File: src/hw/rtl/hst_pkg.sv
// Shared types and constants for the 1-D heat stencil time-step block.
// No dependencies; used by hst_stencil and the top level.
package hst_pkg;

   localparam int RATE_W      = 16;   // rate coefficient, unsigned Q0.16
   localparam int FRAC_BITS   = 16;   // fraction bits of the product
   localparam int IP_W        = 5;    // interior point count register
   localparam int INDEX_W     = 5;    // point index fields
   localparam int IN_VALUE_W  = 32;   // value fields on the request side
   localparam int REQ_DATA_W  = 104;  // index + three values, byte padded
   localparam int CSR_INDEX_W = 1;
   localparam int CSR_DATA_W  = 16;
   localparam int PIPE_DEPTH  = 3;    // register stages in the stencil unit
   localparam int ROUND_HALF  = 32768;

   localparam logic [IP_W-1:0] INTERIOR_RESET = 5'd30;

   localparam logic OP_LOAD = 1'b0;
   localparam logic OP_STEP = 1'b1;

   localparam logic [CSR_INDEX_W-1:0] CSR_RATE_COEFF      = 1'b0;
   localparam logic [CSR_INDEX_W-1:0] CSR_INTERIOR_POINTS = 1'b1;

   typedef enum logic {
      STATE_IDLE,
      STATE_RUN
   } state_type;

   typedef enum logic [1:0] {
      KIND_KEEP,
      KIND_LEFT,
      KIND_RIGHT,
      KIND_STENCIL
   } kind_type;

   typedef struct packed {
      logic     advance;
      kind_type kind;
   } stage_ctrl_type;

endpackage

File: src/hw/rtl/heat_stencil_time_step_top.sv
// Top level of the 1-D explicit heat-equation time-step block.
// Depends on hst_pkg, hst_cell and hst_stencil.
//
// The grid lives in a ring of GRID_POINTS cells closed through the three
// stages of the stencil unit. A load transfer writes one cell. A step
// transfer rotates the ring GRID_POINTS + 3 times, one position per cycle
// while the result side is not stalled: the stencil unit sees each point
// with its two neighbors as it leaves the head of the chain and feeds the
// new value back into the tail, so after the full turn every cell holds its
// new value again. Results (points 0..n+1) come out of an output register
// in index order as the new values leave the stencil unit; a stalled
// result freezes the whole ring.
module heat_stencil_time_step_top #(
   parameter int GRID_POINTS = 32,
   parameter int VALUE_WIDTH = 32,
   localparam int RSP_W = ((hst_pkg::INDEX_W + VALUE_WIDTH + 7) / 8) * 8
) (
   input  logic                              clock,
   input  logic                              reset,
   input  logic                              req_tvalid,
   output logic                              req_tready,
   // point_index[4:0], load_value[36:5], left_value[68:37], right_value[100:69]
   input  logic [hst_pkg::REQ_DATA_W-1:0]    req_tdata,
   // op[0]
   input  logic [0:0]                        req_tuser,
   output logic                              rsp_tvalid,
   input  logic                              rsp_tready,
   // out_index[4:0], out_value[VALUE_WIDTH+4:5]
   output logic [RSP_W-1:0]                  rsp_tdata,
   output logic                              rsp_tlast,
   input  logic                              csr_we,
   input  logic [hst_pkg::CSR_INDEX_W-1:0]   csr_index,
   input  logic [hst_pkg::CSR_DATA_W-1:0]    csr_wdata
);

   localparam int CNT_W = $clog2(GRID_POINTS + hst_pkg::PIPE_DEPTH);
   localparam logic [CNT_W-1:0] SHIFT_LAST = CNT_W'(GRID_POINTS + hst_pkg::PIPE_DEPTH - 1);
   localparam int FIT_W = ((VALUE_WIDTH > hst_pkg::IN_VALUE_W) ?
                           VALUE_WIDTH : hst_pkg::IN_VALUE_W) + 1;
   localparam logic [FIT_W-1:0] FIT_MAX =
      {{(FIT_W-VALUE_WIDTH+1){1'b0}}, {(VALUE_WIDTH-1){1'b1}}};
   localparam logic [FIT_W-1:0] FIT_MIN =
      {{(FIT_W-VALUE_WIDTH+1){1'b1}}, {(VALUE_WIDTH-1){1'b0}}};

   // request fields
   logic                                req_op;
   logic [hst_pkg::INDEX_W-1:0]         req_point_index;
   logic [hst_pkg::IN_VALUE_W-1:0]      req_load_value;
   logic [hst_pkg::IN_VALUE_W-1:0]      req_left_value;
   logic [hst_pkg::IN_VALUE_W-1:0]      req_right_value;

   hst_pkg::state_type                  state_ff, state_in;
   logic [CNT_W-1:0]                    shift_ff, shift_in;
   logic [hst_pkg::RATE_W-1:0]          rate_coeff_ff, rate_coeff_in;
   logic [hst_pkg::IP_W-1:0]            interior_points_ff, interior_points_in;
   logic [VALUE_WIDTH-1:0]              left_bound_ff, left_bound_in;
   logic [VALUE_WIDTH-1:0]              right_bound_ff, right_bound_in;
   logic [VALUE_WIDTH-1:0]              prev_ff, prev_in;
   logic                                rsp_valid_ff, rsp_valid_in;
   logic [hst_pkg::INDEX_W-1:0]         rsp_index_ff, rsp_index_in;
   logic [VALUE_WIDTH-1:0]              rsp_value_ff, rsp_value_in;
   logic                                rsp_last_ff, rsp_last_in;

   logic                                req_fire;
   logic                                step_fire;
   logic                                load_fire;
   logic                                running;
   logic                                advance;
   logic                                emit;
   logic [5:0]                          ip_ext;
   logic [5:0]                          n_active;
   logic [CNT_W-1:0]                    n_last;
   logic [CNT_W-1:0]                    t_out;
   logic [CNT_W+hst_pkg::INDEX_W-1:0]   t_out_wide;
   logic [CNT_W+hst_pkg::INDEX_W-1:0]   n_last_wide;
   logic [CNT_W+hst_pkg::INDEX_W-1:0]   load_idx_wide;
   hst_pkg::stage_ctrl_type             stage_ctrl;
   logic [VALUE_WIDTH-1:0]              stencil_result;
   logic [VALUE_WIDTH-1:0]              cell_value [GRID_POINTS];
   logic [GRID_POINTS-1:0]              cell_load;

   function automatic logic [VALUE_WIDTH-1:0] fit_value(
      input logic [hst_pkg::IN_VALUE_W-1:0] x);
      logic signed [FIT_W-1:0] xe;
      xe = {{(FIT_W-hst_pkg::IN_VALUE_W){x[hst_pkg::IN_VALUE_W-1]}}, x};
      if (xe > $signed(FIT_MAX)) begin
         return FIT_MAX[VALUE_WIDTH-1:0];
      end else if (xe < $signed(FIT_MIN)) begin
         return FIT_MIN[VALUE_WIDTH-1:0];
      end else begin
         return xe[VALUE_WIDTH-1:0];
      end
   endfunction

   assign req_op          = req_tuser[0];
   assign req_point_index = req_tdata[4:0];
   assign req_load_value  = req_tdata[36:5];
   assign req_left_value  = req_tdata[68:37];
   assign req_right_value = req_tdata[100:69];

   assign req_fire  = req_tvalid && req_tready;
   assign step_fire = req_fire && (req_op == hst_pkg::OP_STEP);
   assign load_fire = req_fire && (req_op == hst_pkg::OP_LOAD);

   // active interior count, clamped to 1..GRID_POINTS-2
   always_comb begin
      ip_ext = {1'b0, interior_points_ff};
      if (ip_ext == 6'd0) begin
         n_active = 6'd1;
      end else if (ip_ext > 6'(GRID_POINTS - 2)) begin
         n_active = 6'(GRID_POINTS - 2);
      end else begin
         n_active = ip_ext;
      end
      n_last = CNT_W'(n_active + 6'd1);
   end

   // next state
   always_comb begin
      state_in = state_ff;
      case (state_ff)
         hst_pkg::STATE_IDLE: begin
            if (step_fire) begin
               state_in = hst_pkg::STATE_RUN;
            end
         end
         hst_pkg::STATE_RUN: begin
            if (advance && (shift_ff == SHIFT_LAST)) begin
               state_in = hst_pkg::STATE_IDLE;
            end
         end
         default: state_in = hst_pkg::STATE_IDLE;
      endcase
   end

   // state outputs
   always_comb begin
      req_tready = 1'b0;
      running    = 1'b0;
      case (state_ff)
         hst_pkg::STATE_IDLE: req_tready = 1'b1;
         hst_pkg::STATE_RUN:  running    = 1'b1;
         default: begin
            req_tready = 1'b0;
            running    = 1'b0;
         end
      endcase
   end

   assign advance = running && (!rsp_valid_ff || rsp_tready);

   // stage kind for the point now at the head of the chain
   always_comb begin
      stage_ctrl.advance = advance;
      if (shift_ff == '0) begin
         stage_ctrl.kind = hst_pkg::KIND_LEFT;
      end else if (shift_ff == n_last) begin
         stage_ctrl.kind = hst_pkg::KIND_RIGHT;
      end else if (shift_ff < n_last) begin
         stage_ctrl.kind = hst_pkg::KIND_STENCIL;
      end else begin
         stage_ctrl.kind = hst_pkg::KIND_KEEP;
      end
   end

   // the stencil output lags the head by the pipeline depth
   always_comb begin
      t_out       = shift_ff - CNT_W'(hst_pkg::PIPE_DEPTH);
      t_out_wide  = {{hst_pkg::INDEX_W{1'b0}}, t_out};
      n_last_wide = {{hst_pkg::INDEX_W{1'b0}}, n_last};
      emit = ({1'b0, shift_ff} >= (CNT_W+1)'(hst_pkg::PIPE_DEPTH)) &&
             ({1'b0, shift_ff} <= ({1'b0, n_last} + (CNT_W+1)'(hst_pkg::PIPE_DEPTH)));
   end

   always_comb begin
      shift_in = shift_ff;
      if (step_fire) begin
         shift_in = '0;
      end else if (advance) begin
         shift_in = (shift_ff == SHIFT_LAST) ? '0 : shift_ff + CNT_W'(1);
      end
   end

   always_comb begin
      rate_coeff_in      = rate_coeff_ff;
      interior_points_in = interior_points_ff;
      if (csr_we) begin
         case (csr_index)
            hst_pkg::CSR_RATE_COEFF:      rate_coeff_in = csr_wdata;
            hst_pkg::CSR_INTERIOR_POINTS: interior_points_in = csr_wdata[hst_pkg::IP_W-1:0];
            default: begin
               rate_coeff_in      = rate_coeff_ff;
               interior_points_in = interior_points_ff;
            end
         endcase
      end
   end

   always_comb begin
      left_bound_in  = left_bound_ff;
      right_bound_in = right_bound_ff;
      if (step_fire) begin
         left_bound_in  = fit_value(req_left_value);
         right_bound_in = fit_value(req_right_value);
      end
      prev_in = advance ? cell_value[0] : prev_ff;
   end

   // output register: loads on every ring shift, drains when taken
   always_comb begin
      rsp_valid_in = rsp_valid_ff;
      rsp_index_in = rsp_index_ff;
      rsp_value_in = rsp_value_ff;
      rsp_last_in  = rsp_last_ff;
      if (advance) begin
         rsp_valid_in = emit;
         rsp_index_in = t_out_wide[hst_pkg::INDEX_W-1:0];
         rsp_value_in = stencil_result;
         rsp_last_in  = (t_out == n_last);
      end else if (rsp_tready) begin
         rsp_valid_in = 1'b0;
      end
   end

   always_ff @(posedge clock) begin
      if (reset) begin
         state_ff           <= hst_pkg::STATE_IDLE;
         shift_ff           <= '0;
         rsp_valid_ff       <= 1'b0;
         rate_coeff_ff      <= '0;
         interior_points_ff <= hst_pkg::INTERIOR_RESET;
      end else begin
         state_ff           <= state_in;
         shift_ff           <= shift_in;
         rsp_valid_ff       <= rsp_valid_in;
         rate_coeff_ff      <= rate_coeff_in;
         interior_points_ff <= interior_points_in;
      end
   end

   always_ff @(posedge clock) begin
      left_bound_ff  <= left_bound_in;
      right_bound_ff <= right_bound_in;
      prev_ff        <= prev_in;
      rsp_index_ff   <= rsp_index_in;
      rsp_value_ff   <= rsp_value_in;
      rsp_last_ff    <= rsp_last_in;
   end

   assign load_idx_wide = {{CNT_W{1'b0}}, req_point_index};

   // cell chain: each cell takes its right neighbor, the tail takes the stencil
   for (genvar k = 0; k < GRID_POINTS; k++) begin : g_cell
      logic [VALUE_WIDTH-1:0] shift_src;

      if (k == GRID_POINTS - 1) begin : g_tail
         assign shift_src = stencil_result;
      end else begin : g_body
         assign shift_src = cell_value[k+1];
      end

      assign cell_load[k] =
         load_fire && (load_idx_wide == (CNT_W+hst_pkg::INDEX_W)'(k));

      hst_cell #(
         .VALUE_WIDTH (VALUE_WIDTH)
      ) u_cell (
         .clock    (clock),
         .reset    (reset),
         .shift_en (advance),
         .load_en  (cell_load[k]),
         .shift_in (shift_src),
         .load_in  (fit_value(req_load_value)),
         .value    (cell_value[k])
      );
   end

   hst_stencil #(
      .VALUE_WIDTH (VALUE_WIDTH)
   ) u_stencil (
      .clock       (clock),
      .ctrl        (stage_ctrl),
      .rate        (rate_coeff_ff),
      .left_pt     (prev_ff),
      .centre_pt   (cell_value[0]),
      .right_pt    (cell_value[1]),
      .left_bound  (left_bound_ff),
      .right_bound (right_bound_ff),
      .result      (stencil_result)
   );

   assign rsp_tvalid = rsp_valid_ff;
   assign rsp_tdata  = RSP_W'({rsp_value_ff, rsp_index_ff});
   assign rsp_tlast  = rsp_last_ff;

   // the ring is at rest whenever no step is in progress
   a_idle_at_rest: assert property (@(posedge clock) disable iff (reset)
      (state_ff == hst_pkg::STATE_IDLE) |-> (shift_ff == '0))
      else $error("shift count not at rest while idle");

   // a step starts a fresh turn of the ring
   a_step_starts: assert property (@(posedge clock) disable iff (reset)
      step_fire |=> (running && (shift_ff == '0)))
      else $error("step transfer did not start a ring turn");

   // the closing result of a run reports the right boundary point
   a_last_index: assert property (@(posedge clock) disable iff (reset)
      (rsp_valid_ff && rsp_last_ff) |->
         (rsp_index_ff == n_last_wide[hst_pkg::INDEX_W-1:0]))
      else $error("last result does not report the right boundary");

   // nothing leaves the output register unless the ring moved to load it
   a_emit_only_on_shift: assert property (@(posedge clock) disable iff (reset)
      ($rose(rsp_valid_ff)) |-> $past(advance))
      else $error("result appeared without a ring shift");

endmodule

File: src/hw/rtl/hst_cell.sv
// One grid cell of the rotating temperature chain.
// Depends on nothing but its neighbors; instantiated by the top level.
module hst_cell #(
   parameter int VALUE_WIDTH = 32
) (
   input  logic                   clock,
   input  logic                   reset,
   input  logic                   shift_en,
   input  logic                   load_en,
   input  logic [VALUE_WIDTH-1:0] shift_in,
   input  logic [VALUE_WIDTH-1:0] load_in,
   output logic [VALUE_WIDTH-1:0] value
);

   logic [VALUE_WIDTH-1:0] value_ff;
   logic [VALUE_WIDTH-1:0] value_in;

   always_comb begin
      value_in = value_ff;
      if (shift_en) begin
         value_in = shift_in;
      end else if (load_en) begin
         value_in = load_in;
      end
   end

   always_ff @(posedge clock) begin
      if (reset) begin
         value_ff <= '0;
      end else begin
         value_ff <= value_in;
      end
   end

   assign value = value_ff;

endmodule

File: src/hw/rtl/hst_stencil.sv
// Three-stage stencil unit: difference, rate product, round/add/saturate.
// Depends on hst_pkg; sits in the feedback path of the cell chain.
module hst_stencil #(
   parameter int VALUE_WIDTH = 32
) (
   input  logic                          clock,
   input  hst_pkg::stage_ctrl_type       ctrl,
   input  logic [hst_pkg::RATE_W-1:0]    rate,
   input  logic [VALUE_WIDTH-1:0]        left_pt,
   input  logic [VALUE_WIDTH-1:0]        centre_pt,
   input  logic [VALUE_WIDTH-1:0]        right_pt,
   input  logic [VALUE_WIDTH-1:0]        left_bound,
   input  logic [VALUE_WIDTH-1:0]        right_bound,
   output logic [VALUE_WIDTH-1:0]        result
);

   localparam int DIFF_W = VALUE_WIDTH + 2;
   localparam int SUM_W  = VALUE_WIDTH + 3;
   localparam int PROD_W = VALUE_WIDTH + 3 + hst_pkg::RATE_W;
   localparam logic [SUM_W-1:0] SAT_MAX = {4'b0000, {(VALUE_WIDTH-1){1'b1}}};
   localparam logic [SUM_W-1:0] SAT_MIN = {4'b1111, {(VALUE_WIDTH-1){1'b0}}};

   logic [VALUE_WIDTH-1:0]   a_base_ff, a_base_in;
   logic signed [DIFF_W-1:0] a_diff_ff, a_diff_in;
   logic                     a_stencil_ff, a_stencil_in;
   logic [VALUE_WIDTH-1:0]   b_base_ff;
   logic signed [PROD_W-1:0] b_prod_ff, b_prod_in;
   logic                     b_stencil_ff;
   logic [VALUE_WIDTH-1:0]   c_result_ff, c_result_in;
   logic signed [PROD_W-1:0] biased;
   logic signed [SUM_W-1:0]  rounded;
   logic signed [SUM_W-1:0]  sum;

   // stage A: pick the base value, form left + right - 2*centre
   always_comb begin
      a_diff_in = $signed({{2{left_pt[VALUE_WIDTH-1]}}, left_pt})
                + $signed({{2{right_pt[VALUE_WIDTH-1]}}, right_pt})
                - $signed({centre_pt[VALUE_WIDTH-1], centre_pt, 1'b0});
      a_stencil_in = (ctrl.kind == hst_pkg::KIND_STENCIL);
      case (ctrl.kind)
         hst_pkg::KIND_LEFT:  a_base_in = left_bound;
         hst_pkg::KIND_RIGHT: a_base_in = right_bound;
         default:             a_base_in = centre_pt;
      endcase
   end

   // stage B: r * diff, r is unsigned
   assign b_prod_in = $signed({1'b0, rate}) * a_diff_ff;

   // stage C: round to nearest with ties up, add centre, saturate
   always_comb begin
      biased  = b_prod_ff + PROD_W'(hst_pkg::ROUND_HALF);
      rounded = biased[PROD_W-1:hst_pkg::FRAC_BITS];
      sum     = $signed({{3{b_base_ff[VALUE_WIDTH-1]}}, b_base_ff}) + rounded;
      if (!b_stencil_ff) begin
         c_result_in = b_base_ff;
      end else if (sum > $signed(SAT_MAX)) begin
         c_result_in = SAT_MAX[VALUE_WIDTH-1:0];
      end else if (sum < $signed(SAT_MIN)) begin
         c_result_in = SAT_MIN[VALUE_WIDTH-1:0];
      end else begin
         c_result_in = sum[VALUE_WIDTH-1:0];
      end
   end

   always_ff @(posedge clock) begin
      if (ctrl.advance) begin
         a_base_ff    <= a_base_in;
         a_diff_ff    <= a_diff_in;
         a_stencil_ff <= a_stencil_in;
         b_base_ff    <= a_base_ff;
         b_prod_ff    <= b_prod_in;
         b_stencil_ff <= a_stencil_ff;
         c_result_ff  <= c_result_in;
      end
   end

   assign result = c_result_ff;

endmodule
File: config.mk
export PLATFORM = sky130hd
export DESIGN_NAME = heat_stencil_time_step_top
export DESIGN_NICKNAME = d
export VERILOG_FILES = /design/src/hw/rtl/hst_pkg.sv /design/src/hw/rtl/heat_stencil_time_step_top.sv /design/src/hw/rtl/hst_cell.sv /design/src/hw/rtl/hst_stencil.sv
export SDC_FILE = /design/constraint.sdc
export NUM_CORES = 2
export LEC_CHECK = 0
export ABC_CLOCK_PERIOD_IN_PS = 9400
export BUFFER_PORTS_ARGS = -buffer_cell sky130_fd_sc_hd__buf_2
export CORE_UTILIZATION = 50
export CTS_BUF_LIST = sky130_fd_sc_hd__clkbuf_4 sky130_fd_sc_hd__clkbuf_8
export DETAILED_ROUTE_END_ITERATION = 8
export GPL_TIMING_DRIVEN = 0
export HOLD_SLACK_MARGIN = 0.02
export PLACE_DENSITY = 0.74
export SLEW_MARGIN = 20
export SYNTH_ARGS = -nofsm -noshare
export SYNTH_HDL_FRONTEND = slang
export SYNTH_SLANG_ARGS = --single-unit
File: constraint.sdc
create_clock -name clock -period 9.4 [get_ports clock]
set_input_delay 0 -clock clock [delete_from_list [all_inputs] [get_ports clock]]
set_output_delay 0 -clock clock [all_outputs]
set_load 0.05 [all_outputs]
Word level (Yosys, flattened, before mapping)
Index checks and enable logic that the tools add are counted.
{"block": "word_totals", "input_bits": 127, "reg_bits": 1370}
{"block": "classes", "n_reduce_logical": 79, "n_addsub": 8, "mul": 1, "mux": 85, "magnitude_cmp": 12, "bitwise_logic": 3, "n_eq_ne": 37}
{"cell": "$mux 32", "n": 71}
{"cell": "$gt 32x32->1 const B", "n": 3}
{"cell": "$lt 32x32->1 const B", "n": 3}
{"cell": "$eq 5x5->1 const B", "n": 16}
{"cell": "$reduce_bool 2->1", "n": 33}
{"cell": "$pmux 32 s2", "n": 1}
{"cell": "$add 51x17->51 const B", "n": 1}
{"cell": "$mul 17x34->51", "n": 1}
{"cell": "$eq 5x4->1 const B", "n": 8}
{"cell": "$logic_and 1x1->1", "n": 38}
{"cell": "$add 32x35->35", "n": 1}
{"cell": "$gt 35x32->1 const B", "n": 1}
{"cell": "$lt 35x32->1 const B", "n": 1}
{"cell": "$sub 33x33->34", "n": 1}
{"cell": "$add 32x32->33", "n": 1}
{"cell": "$eq 5x3->1 const B", "n": 4}
{"cell": "$add 6x1->6 const B", "n": 2}
{"cell": "$eq 6x6->1", "n": 2}
{"cell": "$mux 6", "n": 2}
{"cell": "$logic_not 11->1", "n": 1}
{"cell": "$eq 5x2->1 const B", "n": 2}
{"cell": "$add 6x2->7 const B", "n": 1}
{"cell": "$le 6x7->1", "n": 1}
{"cell": "$eq 6x6->1 const B", "n": 1}
{"cell": "18 further kinds", "n": 29}

Longest topological paths before layout
{"block": "depth", "depth_word": 10, "depth_mapped": 27}

Modules after synthesis
From an unflattened synthesis, not the netlist that was laid out.
{"block": "unflattened", "cells_unflattened": 8075, "hier_area_um2": 83702.8}
{"module": "hst_cell", "seq_area_each_um2": 640.6, "n_inst": 32, "cells_each": 142, "area_per_inst_um2": 1510.2}
{"module": "hst_stencil", "seq_area_each_um2": 5044.8, "n_inst": 1, "cells_each": 3025, "area_per_inst_um2": 28964.0}
{"module": "heat_stencil_time_step_top", "seq_area_each_um2": 4604.4, "n_inst": 1, "cells_each": 506, "area_per_inst_um2": 6412.4}

Worst setup path before layout
Ideal clock, no wire load.
{"block": "synth_path", "path_type": "flip-flop to flip-flop", "startpoint": "register rsp_valid_ff, in the netlist rsp_tvalid", "endpoint": "register g_cell[11].u_cell.value_ff[3]", "path_stages_with_launch": 9, "t_required_ns": 9.302, "setup_ns": 0.098, "path_buffers": 3, "slack_ns": 0.658, "arrival_time_ns": 8.645, "period_less_slack_ns": 8.742, "path_cell_list": "dfxtp_1 -> nand2b_1 -> nand2_1 -> clkbuf_1 -> clkinv_1 -> clkbuf_1 -> clkbuf_1 -> a21oi_1 -> a211oi_1"}
{"block": "synth_between", "elab_chain_cells": 4, "word_cells_on_any_way": 5, "cone_classes": "mux: 1; reduce/logical: 4"}
{"item": "start: declaration", "line_no": "heat_stencil_time_step_top.sv:59", "rtl": "logic rsp_valid_ff, rsp_valid_in;"}
{"item": "start signal: assignment", "line_no": "heat_stencil_time_step_top.sv:235", "rtl": "rsp_valid_ff <= rsp_valid_in;"}
{"item": "$logic_not 1->1 *", "line_no": "heat_stencil_time_step_top.sv:150", "rtl": "assign advance = running && (!rsp_valid_ff || rsp_tready);"}
{"item": "$logic_or 1x1->1 *", "line_no": "heat_stencil_time_step_top.sv:150"}
{"item": "$logic_and 1x1->1 *", "line_no": "heat_stencil_time_step_top.sv:150"}
{"item": "net advance", "line_no": "heat_stencil_time_step_top.sv:68", "rtl": "logic advance;"}
{"item": "$mux 32 or $reduce_bool 2->1 (tied branches)"}
{"item": "end signal: assignment", "line_no": "hst_cell.sv:31", "rtl": "value_ff <= value_in;"}
{"item": "end: declaration", "line_no": "hst_cell.sv:15", "rtl": "logic [VALUE_WIDTH-1:0] value_ff;"}
Mark *: on every way through the listed nets, which the timed path passes. The rest lies on a longest branch.
A chain may end at the register's enable or synchronous reset.

Worst setup path in the final report
{"block": "layout_path", "startpoint": "register rate_coeff_ff[5] (netlist bit)", "endpoint": "register u_stencil.b_prod_ff[50] (data pin)"}
{"block": "layout_between", "elab_chain_cells": 1}
{"item": "start: declaration", "line_no": "heat_stencil_time_step_top.sv:54", "rtl": "logic [hst_pkg::RATE_W-1:0] rate_coeff_ff, rate_coeff_in;"}
{"item": "start signal: assignment", "line_no": "heat_stencil_time_step_top.sv:236", "rtl": "rate_coeff_ff <= rate_coeff_in;"}
{"item": "$mul 17x34->51", "line_no": "hst_stencil.sv:48", "rtl": "assign b_prod_in = $signed({1'b0, rate}) * a_diff_ff;"}
{"item": "net u_stencil.b_prod_in[50]", "line_no": "hst_stencil.sv:27", "rtl": "logic signed [PROD_W-1:0] b_prod_ff, b_prod_in;"}
{"item": "end signal: assignment", "line_no": "hst_stencil.sv:72", "rtl": "b_prod_ff <= b_prod_in;"}
{"item": "end: declaration", "line_no": "hst_stencil.sv:27"}
The timed path passes the listed nets, and every way through them passes these cells.

==> reports/metrics.yaml <==
status: "completed"
synth_area_um2: 75380
cp.required_ns: 10.09
r2r_end: "u_stencil.b_prod_ff[50]"
grt_antenna_before_repair: 16
cts_buffer_depth: 3
cts_num_sinks: 1355
regToRegSetupSlack_ns: 0.85
cts_root_buffer: "clkbuf_8"
syn_to_final_growth_pct: 13.37
num_rows: 142
die-height_um: 390.3
regArea_um2: 30150
maxSlewViolCount: 0
hold_violations: 0
wl_per_cell_um: 22.22
crit_path_start_kind: "flip-flop"
place_area_um2: 78540
nNetsFinal: 9760
p_int_mw: 11.54
cts_tree: "yes"
vias: 65360
crit_type: "reg2reg"
end_kind: "flip-flop"
drive_gt1_frac: 0.06029
seq_power_share: 0.395
drt_iter0_drc: 6691
r2r_cells: 19
multi_input_area_um2: 39480
coreArea_um2: 149800
cpPeakStageDelay_ns: 0.89
die_width_um: 390.3
dp_hpwl_um: 186800
grt.total_usage: 0.3173
synth.yosys.seq_area_share: 0.3999
synth_top_area_cell: "dfxtp_1"
finalSetupViolations: 0
netlist_top_cells_area: "dfxtp_1, fa_1, edfxtp_1, a211oi_1, a21oi_1"
pwr-share-comb: 0.297
ys_seq_elements: 1355
drc: 0
path_cells: "clkbuf_1 > nand2_1 > fa_1 > inv_1 > fa_1 > fa_1 > fa_1 > fa_1 > inv_1 > fa_1 > inv_1 > ha_1 > nand2_1 > or4_1 > a211oi_1 > o211ai_1 > a21oi_1 > a211oi_1 > xnor2_1"
period_needed_ns: 8.549
num_io_pins: 170
cts-htree-levels: 4
maxSlewHeadroom: 0.1725
post-route-period-util: 0.9095
skew_ns: 0.07570
worst_pin_slew_ns: 1.241
worst-path-max-fanout: 10
path_delay_family: "adder cells"
p_switching_mw: 6.274
crit_top_cell: "fa_1"
viasPerCell: 5.896
port_buffers: 96
synth-edff-count: 302
antenna_left: 0
ir_drop_mv: 0.1224
min_path_type: "in2reg"
cp_slowest_cell: "fa_1"
reg2reg_from: "rate_coeff_ff[5]"
cp-startpoint: "rate_coeff_ff[5]"
tns_ns: 0
gp_congestion: 0.9814
worstSetupEndpoint: "u_stencil.b_prod_ff[50]"
async_flop_share: 0
ys_types: 79
ys.flop_type: "dfxtp_1"
cp.arrival_ns: 9.24
grt_start_max_net_pins: 47
clk_pin_slew_worst_paths_ns: 0.06
path_depth: 19
maxCapViolCount: 0
synth_top_area_share: 0.2796
grt_overflow: 0
die_area_um2: 152300
grt_pass1_vias: 63920
clk-insertion-delay-late_ns: 0.97
fmax_mhz: 117.0
design_area_um2: 85460
grt_pass1_wl_um: 372400
grt_setup_unrepaired: "no"
ys_warn_count: 0
drt-total-wl_um: 246400
switching_share: 0.3522
initial_core_util: 0.5033
power.leakage_nw: 33.26
syn_inst: 8344
cp_num_buf_inv: 4
numCtsBuffers: 212
power.density_nw_per_um2: 208.5
postCtsSetupRepairBufs: 0
synth_area_per_cell_um2: 9.034
fillers: 12950
drt-pass1-iter-count: 6
clock_power_share: 0.308
-- metrics by stage --
stage / util / power [mW] / hold WS (ns) / instances / setup WS (ns)
finish: 0.5706 / 17.82 / 0.05920 / 11090 / 0.8511
global route: 0.5705 / 18.65 / 0.05859 / 11080 / 0.6223
CTS: 0.5703 / 17.70 / 0.02226 / 11070 / 1.005
detailed placement: 0.5244 / 12.24 / 0.1704 / 10470 / 1.035
global placement: 0.5234 / 12.14 / 0.1697 / 10460 / -3.634
floorplan: - / 10.66 / 0.1360 / 8346 / 0.6575
-- tightest hold or removal path: cells and delay by family --
kind,cells,cell delay [ns]
buf+inv,2,0.72
simple gates,1,0.18
compound gates,1,0.09
-- layout by cell type (no fill, tap or decap), drive strengths merged, types with 22 or more instances in the layout --
cell and instances:
a21oi 1177, nor2 1134, clkbuf 1084, dfxtp 1053
a211oi 1035, inv 767, fa 548, nand2 520
edfxtp 302, and2 241, dlygate4sd3 217, ha 205
buf 118, o21ai 107, xnor2 98, xor2 52
a21o 48, clkinv 40, nand3 38, mux2i 33
and3 27, nand2b 22
-- sequential cells by signal, indices dropped and copies added (netlist names), 5 cells and up --
signal and flops:
prev_ff 32, shift_ff 6, interior_points_ff 5, right_bound_ff 32
u_stencil.b_base_ff 32, u_stencil.a_base_ff 32, u_stencil.result 32, rate_coeff_ff 16
u_stencil.b_prod_ff 36, u_stencil.a_diff_ff 34, left_bound_ff 32, g_cell.u_cell.value 1024
rsp_value_ff 32, rsp_index_ff 5
-- power groups by stage --
| stage | Sequential, mW | Clock (mW) | Combinational (mW) |
|---|---|---|---|
| global placement | 7.14 | 0 | 5.00 |
| detailed placement | 7.12 | 0 | 5.12 |
| CTS | 7.01 | 5.48 | 5.22 |
| floorplan | 6.97 | 0 | 3.69 |
| finish | 7.03 | 5.49 | 5.29 |
| global route | 7.06 | 5.76 | 5.82 |
-- per-layer routing --
metal	global-route usage	wire (µm)	up-vias
li1	-	-	29300
met3	0.07465	25210	736
met5	0	72	-
met2	0.4774	107200	3288
met1	0.4281	100700	32040
met4	0.1577	13140	10
-- area by class of cell --
type                            count  area share
Clock inverter                     54    0.005666
Clock buffer                      336     0.04942
Sequential cell                  1355      0.3528
Timing Repair Buffer              320     0.03250
Multi-Input combinational cell   5468      0.4619
Antenna cell                       15   0.0004392
Tap cell                         2016     0.02951
Inverter                          760     0.03341
Buffer                            763     0.03435
-- how the worst min path moves through the flow --
stage	slack [ns]	cells after the start	endpoint	from
after floorplan	0.14	2	rate_coeff_ff[14]	csr_wdata[14]
after global placement	0.17	1	left_bound_ff[1]	req_tdata[38]
after detailed placement	0.17	1	left_bound_ff[24]	req_tdata[61]
after CTS	0.02	4	interior_points_ff[4]	csr_index
after global routing	0.06	2	left_bound_ff[14]	req_tdata[51]
final	0.06	4	interior_points_ff[4]	csr_index
-- logic make-up (layout without fill, tap and decap cells) --
logic type,after synthesis,in the layout,synth area share
XOR/XNOR,150,150,0.01743
AND/OR/NAND/NOR,2066,2066,0.1163
adder cells (fa/ha/maj),753,753,0.1796
AO/OA/AOI/OAI,2461,2461,0.2054
flip-flops,1355,1355,0.3999
multiplexers,34,34,0.004531
buffers and inverters,1523,2233,0.07670
other,2,19,0.00009962
-- repair_timing --
action                                 in CTS  in global routing
endpoints found under the hold margin     246                  0
resized for setup                           0                  0
hold buffers                              217                  0
-- synthesized netlist by cell type (4+ instances only) --
cell	number
a21oi_1	1151
nor2_1	1134
dfxtp_1	1053
a211oi_1	1032
inv_1	759
clkbuf_1	747
fa_1	548
nand2_1	520
edfxtp_1	302
and2_1	241
ha_1	205
xnor2_1	98
o21ai_0	75
xor2_1	52
a21o_1	47
nand3_1	37
mux2i_1	33
o21ai_1	32
and3_1	27
a21oi_2	26
nand2b_1	22
nor3_1	21
nand4_1	16
o21a_1	15
a31oi_1	14
o21bai_1	11
nor2b_1	9
o211ai_1	9
a211o_1	8
buf_6	7
and4_1	6
nand3b_1	6
or3_1	6
buf_1	5
nor3b_1	4
nor4_1	4
Power figures use the tool's default switching activity.
